$ cat src/hw/rtl/fscp_pkg.sv
`default_nettype none
// ----------------------------------------------------------------------------
// fscp_pkg
// Shared codes and types for the framed servo command parser.
// ----------------------------------------------------------------------------
package fscp_pkg;

  localparam logic [7:0] HEAD_BYTE = 8'hAA;
  localparam logic [7:0] TAIL_BYTE = 8'hA5;
  localparam logic [7:0] MAX_ANGLE = 8'd180;
  localparam logic [3:0] CH_LOW    = 4'd13;
  localparam logic [3:0] CH_HIGH   = 4'd14;

  // tokenizer phases
  localparam logic [3:0] PH_START = 4'd0;
  localparam logic [3:0] PH_SIGN1 = 4'd1;
  localparam logic [3:0] PH_DIG1  = 4'd2;
  localparam logic [3:0] PH_GAP   = 4'd3;
  localparam logic [3:0] PH_NEED2 = 4'd4;
  localparam logic [3:0] PH_SIGN2 = 4'd5;
  localparam logic [3:0] PH_DIG2  = 4'd6;
  localparam logic [3:0] PH_TRAIL = 4'd7;
  localparam logic [3:0] PH_BAD   = 4'd15;

  // result status
  localparam logic [1:0] ST_OK   = 2'd0;
  localparam logic [1:0] ST_BAD  = 2'd1;
  localparam logic [1:0] ST_LONG = 2'd2;
  localparam logic [1:0] ST_OVF  = 2'd3;

  // event kinds passed from front to back
  localparam logic [1:0] EV_TAIL = 2'd0;
  localparam logic [1:0] EV_LONG = 2'd1;
  localparam logic [1:0] EV_OVF  = 2'd2;

  localparam int unsigned Q_DEPTH = 4;
  localparam int unsigned Q_AW    = $clog2(Q_DEPTH);

  typedef struct packed {
    logic [1:0] kind;
    logic [3:0] phase;
    logic [7:0] first_mag;
    logic       first_negative;
    logic [7:0] second_mag;
    logic       second_negative;
  } evt_t;

  typedef struct packed {
    logic full;
    logic empty;
  } q_stat_t;

endpackage : fscp_pkg
`default_nettype wire

$ cat src/hw/rtl/fscp_if.sv
`default_nettype none
// ----------------------------------------------------------------------------
// fscp_if
// Valid/ready channels: received word in, parsed result out.
// ----------------------------------------------------------------------------
interface fscp_byte_if;
  logic       valid;
  logic       ready;
  logic       func;
  logic [7:0] data_byte;

  modport source (output valid, output func, output data_byte, input ready);
  modport sink   (input valid, input func, input data_byte, output ready);
endinterface : fscp_byte_if

interface fscp_result_if;
  logic       valid;
  logic       ready;
  logic [1:0] status;
  logic [3:0] channel;
  logic [7:0] angle;

  modport source (output valid, output status, output channel, output angle, input ready);
  modport sink   (input valid, input status, input channel, input angle, output ready);
endinterface : fscp_result_if
`default_nettype wire

$ cat src/hw/rtl/fscp_front.sv
`default_nettype none
// ----------------------------------------------------------------------------
// fscp_front
// Frame tracking and running tokenizer; emits one event per result.
// ----------------------------------------------------------------------------
module fscp_front #(
  parameter int unsigned FRAME_BYTES = 32
) (
  input  wire logic          clk,
  input  wire logic          rst_n,
  input  wire logic          accept,
  input  wire logic          func,
  input  wire logic [7:0]    data_byte,
  output logic               push,
  output fscp_pkg::evt_t     evt
);
  import fscp_pkg::*;

  localparam int unsigned CNT_W = $clog2(FRAME_BYTES);
  localparam logic [CNT_W-1:0] CNT_LIMIT = CNT_W'(FRAME_BYTES - 1);

  logic             frame_open_r, frame_open_nxt;
  logic [CNT_W-1:0] count_r, count_nxt;
  logic [3:0]       phase_r, phase_nxt;
  logic [7:0]       fv_r, fv_nxt, sv_r, sv_nxt;
  logic             fn_r, fn_nxt, sn_r, sn_nxt, trunc_r, trunc_nxt;

  logic [3:0] fp;
  logic [7:0] ffv, fsv;
  logic       ffn, fsn;

  function automatic logic [7:0] accum(input logic [7:0] v, input logic [7:0] c);
    logic [11:0] n;
    n = 12'({v, 3'b000}) + 12'({v, 1'b0}) + 12'(c - 8'h30);
    return (n > 12'd255) ? 8'd255 : n[7:0];
  endfunction

  logic c_blank, c_vf, c_digit, c_sign, c_minus;
  assign c_blank = (data_byte == 8'h20) || (data_byte == 8'h09) ||
                   (data_byte == 8'h0D) || (data_byte == 8'h0A);
  assign c_vf    = (data_byte == 8'h0B) || (data_byte == 8'h0C);
  assign c_digit = (data_byte >= 8'h30) && (data_byte <= 8'h39);
  assign c_minus = (data_byte == 8'h2D);
  assign c_sign  = (data_byte == 8'h2B) || c_minus;

  // tokenizer step on one payload character
  always_comb begin
    fp  = PH_BAD;
    ffv = fv_r;
    ffn = fn_r;
    fsv = sv_r;
    fsn = sn_r;
    case (phase_r)
      PH_START: begin
        if (c_blank || c_vf) fp = PH_START;
        else if (c_sign) begin
          ffn = c_minus;
          fp  = PH_SIGN1;
        end else if (c_digit) begin
          ffv = accum(fv_r, data_byte);
          fp  = PH_DIG1;
        end
      end
      PH_SIGN1, PH_DIG1: begin
        if (c_digit) begin
          ffv = accum(fv_r, data_byte);
          fp  = PH_DIG1;
        end else if (phase_r == PH_DIG1) begin
          if (c_blank) fp = PH_GAP;
          else if (c_vf) fp = PH_NEED2;
          else if (c_sign) begin
            fsn = c_minus;
            fp  = PH_SIGN2;
          end
        end
      end
      PH_GAP, PH_NEED2: begin
        if (c_blank) fp = phase_r;
        else if (c_vf) fp = PH_NEED2;
        else if (c_sign) begin
          fsn = c_minus;
          fp  = PH_SIGN2;
        end else if (c_digit) begin
          fsv = accum(sv_r, data_byte);
          fp  = PH_DIG2;
        end
      end
      PH_SIGN2, PH_DIG2: begin
        if (c_digit) begin
          fsv = accum(sv_r, data_byte);
          fp  = PH_DIG2;
        end else if (phase_r == PH_DIG2 && c_blank) fp = PH_TRAIL;
      end
      PH_TRAIL: begin
        if (c_blank) fp = PH_TRAIL;
      end
      default: fp = PH_BAD;
    endcase
  end

  always_comb begin
    frame_open_nxt = frame_open_r;
    count_nxt      = count_r;
    phase_nxt      = phase_r;
    fv_nxt         = fv_r;
    fn_nxt         = fn_r;
    sv_nxt         = sv_r;
    sn_nxt         = sn_r;
    trunc_nxt      = trunc_r;
    push           = 1'b0;
    evt.kind            = EV_TAIL;
    evt.phase           = phase_r;
    evt.first_mag       = fv_r;
    evt.first_negative  = fn_r;
    evt.second_mag      = sv_r;
    evt.second_negative = sn_r;

    if (accept) begin
      if (func || data_byte == HEAD_BYTE || data_byte == TAIL_BYTE ||
          (frame_open_r && count_r == CNT_LIMIT)) begin
        frame_open_nxt = 1'b0;
        count_nxt      = '0;
        phase_nxt      = PH_START;
        fv_nxt         = '0;
        fn_nxt         = 1'b0;
        sv_nxt         = '0;
        sn_nxt         = 1'b0;
        trunc_nxt      = 1'b0;
        if (func) begin
          push     = 1'b1;
          evt.kind = EV_OVF;
        end else if (data_byte == HEAD_BYTE) begin
          frame_open_nxt = 1'b1;
        end else if (data_byte == TAIL_BYTE) begin
          push = frame_open_r;
        end else begin
          push     = 1'b1;
          evt.kind = EV_LONG;
        end
      end else if (frame_open_r) begin
        count_nxt = count_r + 1'b1;
        if (!trunc_r) begin
          if (data_byte == 8'h00) trunc_nxt = 1'b1;
          else begin
            phase_nxt = fp;
            fv_nxt    = ffv;
            fn_nxt    = ffn;
            sv_nxt    = fsv;
            sn_nxt    = fsn;
          end
        end
      end
    end
  end

  always_ff @(posedge clk) begin
    if (!rst_n) begin
      frame_open_r <= 1'b0;
      count_r      <= '0;
      phase_r      <= PH_START;
      fv_r         <= '0;
      fn_r         <= 1'b0;
      sv_r         <= '0;
      sn_r         <= 1'b0;
      trunc_r      <= 1'b0;
    end else begin
      frame_open_r <= frame_open_nxt;
      count_r      <= count_nxt;
      phase_r      <= phase_nxt;
      fv_r         <= fv_nxt;
      fn_r         <= fn_nxt;
      sv_r         <= sv_nxt;
      sn_r         <= sn_nxt;
      trunc_r      <= trunc_nxt;
    end
  end

endmodule : fscp_front
`default_nettype wire

$ cat src/hw/rtl/fscp_queue.sv
`default_nettype none
// ----------------------------------------------------------------------------
// fscp_queue
// Short event queue between tokenizer and result stage.
// ----------------------------------------------------------------------------
module fscp_queue (
  input  wire logic             clk,
  input  wire logic             rst_n,
  input  wire logic             push,
  input  wire fscp_pkg::evt_t   wr_data,
  input  wire logic             pop,
  output fscp_pkg::evt_t        rd_data,
  output fscp_pkg::q_stat_t     stat
);
  import fscp_pkg::*;

  evt_t            mem_r [Q_DEPTH];
  logic [Q_AW-1:0] wr_ptr_r, rd_ptr_r;
  logic [Q_AW:0]   count_r, count_nxt;

  assign stat.full  = (count_r == (Q_AW+1)'(Q_DEPTH));
  assign stat.empty = (count_r == '0);
  assign rd_data    = mem_r[rd_ptr_r];

  always_comb begin
    count_nxt = count_r;
    if (push && !pop) count_nxt = count_r + 1'b1;
    else if (pop && !push) count_nxt = count_r - 1'b1;
  end

  always_ff @(posedge clk) begin
    if (push) mem_r[wr_ptr_r] <= wr_data;
  end

  always_ff @(posedge clk) begin
    if (!rst_n) begin
      wr_ptr_r <= '0;
      rd_ptr_r <= '0;
      count_r  <= '0;
    end else begin
      if (push) wr_ptr_r <= wr_ptr_r + 1'b1;
      if (pop)  rd_ptr_r <= rd_ptr_r + 1'b1;
      count_r <= count_nxt;
    end
  end

endmodule : fscp_queue
`default_nettype wire

$ cat src/hw/rtl/fscp_back.sv
`default_nettype none
// ----------------------------------------------------------------------------
// fscp_back
// Judges a queued event and holds the result word for the sink.
// ----------------------------------------------------------------------------
module fscp_back (
  input  wire logic              clk,
  input  wire logic              rst_n,
  input  wire fscp_pkg::evt_t    evt,
  input  wire fscp_pkg::q_stat_t q_stat,
  output logic                   pop,
  fscp_result_if.source          out_ch
);
  import fscp_pkg::*;

  logic       valid_r;
  logic [1:0] status_r, status_nxt;
  logic [3:0] channel_r, channel_nxt;
  logic [7:0] angle_r, angle_nxt;

  logic ok;
  logic [3:0] ch;
  logic [7:0] ang;

  function automatic logic angle_ok(input logic [7:0] v, input logic neg);
    return neg ? (v == 8'd0) : (v <= MAX_ANGLE);
  endfunction

  always_comb begin
    ok  = 1'b0;
    ch  = CH_HIGH;
    ang = evt.first_negative ? 8'd0 : evt.first_mag;
    case (evt.phase)
      PH_DIG1, PH_GAP: begin
        ok = angle_ok(evt.first_mag, evt.first_negative);
      end
      PH_DIG2, PH_TRAIL: begin
        ok  = angle_ok(evt.second_mag, evt.second_negative) && !evt.first_negative &&
              (evt.first_mag == 8'(CH_LOW) || evt.first_mag == 8'(CH_HIGH));
        ch  = evt.first_mag[3:0];
        ang = evt.second_negative ? 8'd0 : evt.second_mag;
      end
      default: ok = 1'b0;
    endcase

    status_nxt  = ST_BAD;
    channel_nxt = '0;
    angle_nxt   = '0;
    case (evt.kind)
      EV_OVF:  status_nxt = ST_OVF;
      EV_LONG: status_nxt = ST_LONG;
      EV_TAIL: begin
        if (ok) begin
          status_nxt  = ST_OK;
          channel_nxt = ch;
          angle_nxt   = ang;
        end
      end
      default: status_nxt = ST_BAD;
    endcase
  end

  assign pop = !q_stat.empty && (!valid_r || out_ch.ready);

  always_ff @(posedge clk) begin
    if (!rst_n) begin
      valid_r <= 1'b0;
    end else if (pop) begin
      valid_r <= 1'b1;
    end else if (out_ch.ready) begin
      valid_r <= 1'b0;
    end
  end

  always_ff @(posedge clk) begin
    if (pop) begin
      status_r  <= status_nxt;
      channel_r <= channel_nxt;
      angle_r   <= angle_nxt;
    end
  end

  assign out_ch.valid   = valid_r;
  assign out_ch.status  = status_r;
  assign out_ch.channel = channel_r;
  assign out_ch.angle   = angle_r;

endmodule : fscp_back
`default_nettype wire

$ cat src/hw/rtl/framed_servo_command_parser_top.sv
`default_nettype none
// ----------------------------------------------------------------------------
// framed_servo_command_parser_top
// Framed text servo command parser: bytes in, status/channel/angle out.
// ----------------------------------------------------------------------------
//  channel   dir  words               payload
//  in_ch     in   func + byte         func, data_byte
//  out_ch    out  one per result      status, channel, angle
//
//  One input word per cycle while the queue has room; the tokenizer
//  updates its state in the cycle it takes a byte.
//  A result word passes through the four-entry event queue and then the
//  output register.
//  Input stalls only when the event queue is full; output stalls back up
//  into the queue. Synchronous active-low reset clears frame and queue.
// ----------------------------------------------------------------------------
module framed_servo_command_parser_top #(
  parameter int unsigned FRAME_BYTES = 32
) (
  input  wire logic      clk,
  input  wire logic      rst_n,
  fscp_byte_if.sink      in_ch,
  fscp_result_if.source  out_ch
);
  import fscp_pkg::*;

  logic    push, pop, accept;
  evt_t    wr_evt, rd_evt;
  q_stat_t q_stat;

  assign in_ch.ready = !q_stat.full;
  assign accept      = in_ch.valid && in_ch.ready;

  fscp_front #(.FRAME_BYTES(FRAME_BYTES)) u_front (
    .clk       (clk),
    .rst_n     (rst_n),
    .accept    (accept),
    .func      (in_ch.func),
    .data_byte (in_ch.data_byte),
    .push      (push),
    .evt       (wr_evt)
  );

  fscp_queue u_queue (
    .clk     (clk),
    .rst_n   (rst_n),
    .push    (push),
    .wr_data (wr_evt),
    .pop     (pop),
    .rd_data (rd_evt),
    .stat    (q_stat)
  );

  fscp_back u_back (
    .clk    (clk),
    .rst_n  (rst_n),
    .evt    (rd_evt),
    .q_stat (q_stat),
    .pop    (pop),
    .out_ch (out_ch)
  );

  a_full_stalls: assert property (@(posedge clk) disable iff (!rst_n)
    q_stat.full |-> !in_ch.ready)
    else $error("input taken with event queue full");

  a_ovf_queued: assert property (@(posedge clk) disable iff (!rst_n)
    accept && in_ch.func |=> !q_stat.empty)
    else $error("overflow notice not queued");

  a_ok_range: assert property (@(posedge clk) disable iff (!rst_n)
    out_ch.valid && out_ch.status == ST_OK |->
      (out_ch.channel == CH_LOW || out_ch.channel == CH_HIGH) &&
      out_ch.angle <= MAX_ANGLE)
    else $error("ok result out of range");

  a_err_zero: assert property (@(posedge clk) disable iff (!rst_n)
    out_ch.valid && out_ch.status != ST_OK |->
      out_ch.channel == 4'd0 && out_ch.angle == 8'd0)
    else $error("error result carries channel or angle");

endmodule : framed_servo_command_parser_top
`default_nettype wire

$ cat src/flat_wrapper.sv
// flat-port wrapper written by rule: the top's interface ports become plain ports
module framed_servo_command_parser_top_flat import fscp_pkg::*;
#(
  parameter int unsigned FRAME_BYTES = 32
)
  (clk, rst_n, in_ch_valid, in_ch_func, in_ch_data_byte, in_ch_ready, out_ch_valid, out_ch_status, out_ch_channel, out_ch_angle, out_ch_ready);
  fscp_byte_if in_ch_i ();
  fscp_result_if out_ch_i ();
  input  wire logic clk;
  input  wire logic rst_n;
  input wire logic [$bits(in_ch_i.valid)-1:0] in_ch_valid;
  input wire logic [$bits(in_ch_i.func)-1:0] in_ch_func;
  input wire logic [$bits(in_ch_i.data_byte)-1:0] in_ch_data_byte;
  output wire logic [$bits(in_ch_i.ready)-1:0] in_ch_ready;
  output wire logic [$bits(out_ch_i.valid)-1:0] out_ch_valid;
  output wire logic [$bits(out_ch_i.status)-1:0] out_ch_status;
  output wire logic [$bits(out_ch_i.channel)-1:0] out_ch_channel;
  output wire logic [$bits(out_ch_i.angle)-1:0] out_ch_angle;
  input wire logic [$bits(out_ch_i.ready)-1:0] out_ch_ready;
  assign in_ch_i.valid = in_ch_valid;
  assign in_ch_i.func = in_ch_func;
  assign in_ch_i.data_byte = in_ch_data_byte;
  assign in_ch_ready = in_ch_i.ready;
  assign out_ch_valid = out_ch_i.valid;
  assign out_ch_status = out_ch_i.status;
  assign out_ch_channel = out_ch_i.channel;
  assign out_ch_angle = out_ch_i.angle;
  assign out_ch_i.ready = out_ch_ready;
  framed_servo_command_parser_top #(.FRAME_BYTES(FRAME_BYTES)) u_core (.clk(clk), .rst_n(rst_n), .in_ch(in_ch_i), .out_ch(out_ch_i));
endmodule
$ cat config.mk
export PLATFORM = sky130hd
export DESIGN_NAME = framed_servo_command_parser_top_flat
export DESIGN_NICKNAME = d
export VERILOG_FILES = /design/src/hw/rtl/fscp_pkg.sv /design/src/hw/rtl/fscp_if.sv /design/src/hw/rtl/fscp_front.sv /design/src/hw/rtl/fscp_queue.sv /design/src/hw/rtl/fscp_back.sv /design/src/hw/rtl/framed_servo_command_parser_top.sv /design/src/flat_wrapper.sv
export SDC_FILE = /design/constraint.sdc
export NUM_CORES = 1
export LEC_CHECK = 0
export BUFFER_PORTS_ARGS = -buffer_cell sky130_fd_sc_hd__buf_2
export CAP_MARGIN = 15
export CORE_MARGIN = 2
export CORE_UTILIZATION = 55
export CTS_BUF_LIST = sky130_fd_sc_hd__clkbuf_4
export CTS_CLUSTER_SIZE = 8
export DETAILED_ROUTE_END_ITERATION = 12
export GPL_TIMING_DRIVEN = 0
export HOLD_SLACK_MARGIN = 0.03
export PLACE_DENSITY = 0.78
export REMOVE_ABC_BUFFERS = 1
export SLEW_MARGIN = 10
export SYNTH_ARGS = -nofsm -noshare
export SYNTH_HDL_FRONTEND = slang
export SYNTH_HIERARCHICAL = 1
export SYNTH_SLANG_ARGS = --single-unit
$ cat constraint.sdc
create_clock -name clk -period 8.8 [get_ports clk]
set_input_delay 1.76 -clock clk [delete_from_list [all_inputs] [get_ports clk]]
set_output_delay 1.76 -clock clk [all_outputs]
set_load 0.02 [all_outputs]
==> impl_metrics.tcl <==
set metrics [dict create \
    clkLatencyLatePin_ns 0.53 \
    finalSetupTns_ns 0 \
    vias_per_cell 6.18 \
    ant_nets 0 \
    fin_cells 836 \
    clock-sinks 145 \
    hold_viol_final 0 \
    vias 5165 \
    crit_slowest_cell "a211oi_1" \
    yosysWarnings 6 \
    powerDensity_mw_per_mm2 208 \
    n_fill_cell 1073 \
    drc 0 \
    multi_input_area_mm2 0.00371 \
    start_util_pct 56.9 \
    place_area_mm2 0.00815 \
    nNetsFinal 708 \
    cp_cell_sequence "buf_2 -> ha_1 -> nor3_1 -> fa_1 -> ha_1 -> o21a_1 -> o21ai_0 -> o211ai_1 -> nand2_1 -> a211oi_1 -> nor3_1 -> o2bb2ai_1" \
    first_iter_violations 534 \
    post-route-worst-setup-slack_ns 3.75 \
    critPathLaunchType "input port" \
    hpwl_mm 10.7 \
    layout-drive-gt1-share_pct 18.5 \
    rsz0062_at_grt "no" \
    drtPass1Iterations 5 \
    root_buffer "clkbuf_4" \
    ff_latch_area_mm2 0.00397 \
    cap_violations 0 \
    clock_skew_ns 0.0201 \
    post_cts_resized 0 \
    setup_viol 0 \
    fmax_ghz 0.198 \
    cp_top_family "compound AO/OA/AOI/OAI gates" \
    grt_usage_pct 20.0 \
    wire_per_inst_um 18.1 \
    die-height_um 124 \
    flow.area_growth_from_synthesis_pct 6.42 \
    routed_wirelength_mm 15.2 \
    crit_path_max_incr_delay_ns 0.80 \
    hold_class "reg -> reg" \
    hold_ws_ns 0.476 \
    reg2reg_depth 5 \
    ctsHoldBuffers 0 \
    worstSetupEndpointType "flip-flop" \
    grt_max_degree 24 \
    design_area_mm2 0.00847 \
    grt_remaining_overflow 0 \
    grt_pass1_wl_mm 24.9 \
    coreArea_mm2 0.0140 \
    critPathBufInv 1 \
    portBuffers 28 \
    syn_area_mm2 0.00796 \
    path_max_fanout 8 \
    path_clk_slew_ns 0.12 \
    cts_max_level 4 \
    cp.required_ns 9.25 \
    syn_avg_cell_area_um2 12.9 \
    cp.depth 12 \
    slew_viol_final 0 \
    peakVddDrop_mv 0.0870 \
    dp_worst_setup_slack_ns 3.24 \
    outcome "finished, final reports clean" \
    post_cts_buffers 0 \
    cp.arrival_ns 5.50 \
    p_leak_nw 3.13 \
    cts_buffer_depth 2 \
    io_pins 29 \
    fin_crit_ns 5.05 \
    cts_tree "done" \
    min_period_over_period_pct 57.3 \
    syn_inst 617 \
    gp_congestion 0.911 \
    num_rows 43 \
    cts_inserted_buffers 17 \
    placed_cells 800 \
    slew_headroom_pct 22.6 \
    die_area_mm2 0.0154 \
    antenna_found_initial 1 \
    grt_pass1_vias 4974 \
    worstMarginPinSlew_ns 1.16 \
    min_path_cells 2 \
    dieWidth_um 124 \
    timing_worst_setup_path_type "in -> reg" \
]
## worst paths after layout
check | start | to | slack (ns)
setup reg to reg | flip-flop | u_core/u_back/out_ch.channel[0]$_SDFFCE_PN0P_ | 5.31
hold reg to reg | u_core/u_front/count_r[4]$_SDFFE_PN0P_ | u_core/u_front/count_r[4]$_SDFFE_PN0P_ | 0.48
setup / recovery | in_ch_data_byte[4] | u_core/u_front/fv_r[4]$_SDFFE_PN0P_ | 3.75
hold / removal | u_core/u_front/count_r[4]$_SDFFE_PN0P_ | u_core/u_front/count_r[4]$_SDFFE_PN0P_ | 0.48
## stage by stage
stage / util, % / power, mW
floorplan: - / 1.26
global placement: 58.1 / 1.37
detailed placement: 58.3 / 1.41
CTS: 60.0 / 1.76
global route: 60.5 / 1.86
finish: 60.5 / 1.76
## worst reg2reg max path, stage by stage, from the launching register on
cell and delay [ns]:
dfxtp_1 1.07, mux4_2 0.50, or4_4 0.55, o41ai_4 0.22, o2111ai_2 0.46, a2111oi_2 0.50
## registers in the layout, summed over array words and instances (netlist names), 2 cells and up, named ones only
signal / flops
u_core/u_queue/mem_r: 92
u_core/u_front/sv_r: 8
u_core/u_queue/rd_ptr_r: 2
u_core/u_back/out_ch.angle: 8
u_core/u_front/phase_r: 4
u_core/u_back/out_ch.channel: 4
u_core/u_queue/wr_ptr_r: 2
u_core/u_back/out_ch.status: 2
u_core/u_front/fv_r: 8
u_core/u_queue/count_r: 3
u_core/u_front/count_r: 5
## cells in the final DEF (no fill, tap or decap), types with 4 or more instances in the layout
| cell type | count |
|---|---|
| edfxtp_1 | 106 |
| a21oi_1 | 41 |
| ha_1 | 38 |
| dfxtp_1 | 38 |
| nand2_1 | 31 |
| buf_2 | 28 |
| nor2_1 | 27 |
| inv_1 | 26 |
| mux4_2 | 19 |
| nor3_1 | 18 |
| clkbuf_4 | 17 |
| and2_1 | 15 |
| fa_1 | 15 |
| xor2_1 | 11 |
| nand3_1 | 11 |
| nor2b_1 | 10 |
| a22oi_1 | 10 |
| o21ai_0 | 9 |
| nand3b_1 | 9 |
| a21o_1 | 9 |
| a211oi_1 | 8 |
| a211oi_2 | 8 |
| o2bb2ai_1 | 8 |
| xnor2_1 | 7 |
| mux2i_1 | 6 |
| a211o_1 | 5 |
| o211ai_1 | 5 |
| a31oi_1 | 5 |
| o22ai_1 | 5 |
| inv_4 | 4 |
| o21a_1 | 4 |
| nor4_1 | 4 |
| nand4_1 | 4 |
| mux4_1 | 4 |
## metal layers
metal,track usage (%),wire length [µm]
met5,0,0
met4,5.95,220
met3,4.55,722
met2,33.6,7530
met1,26.1,6680
## report_power, final
part	internal, mW	switching, mW	total (mW)
logic	0.217	0.295	0.511
registers	0.812	0.0696	0.881
clock network	0.137	0.228	0.365
## layout make-up
cell class,count,area share (%)
Inverter,26,1.15
Clock inverter,15,1.34
Clock buffer,17,1.51
Sequential cell,145,46.8
Antenna cell,1,0.0296
Multi-Input combinational cell,419,43.8
Tap cell,180,2.66
Timing Repair Buffer,33,2.66
No activity file was read; power rests on OpenSTA's default activity.
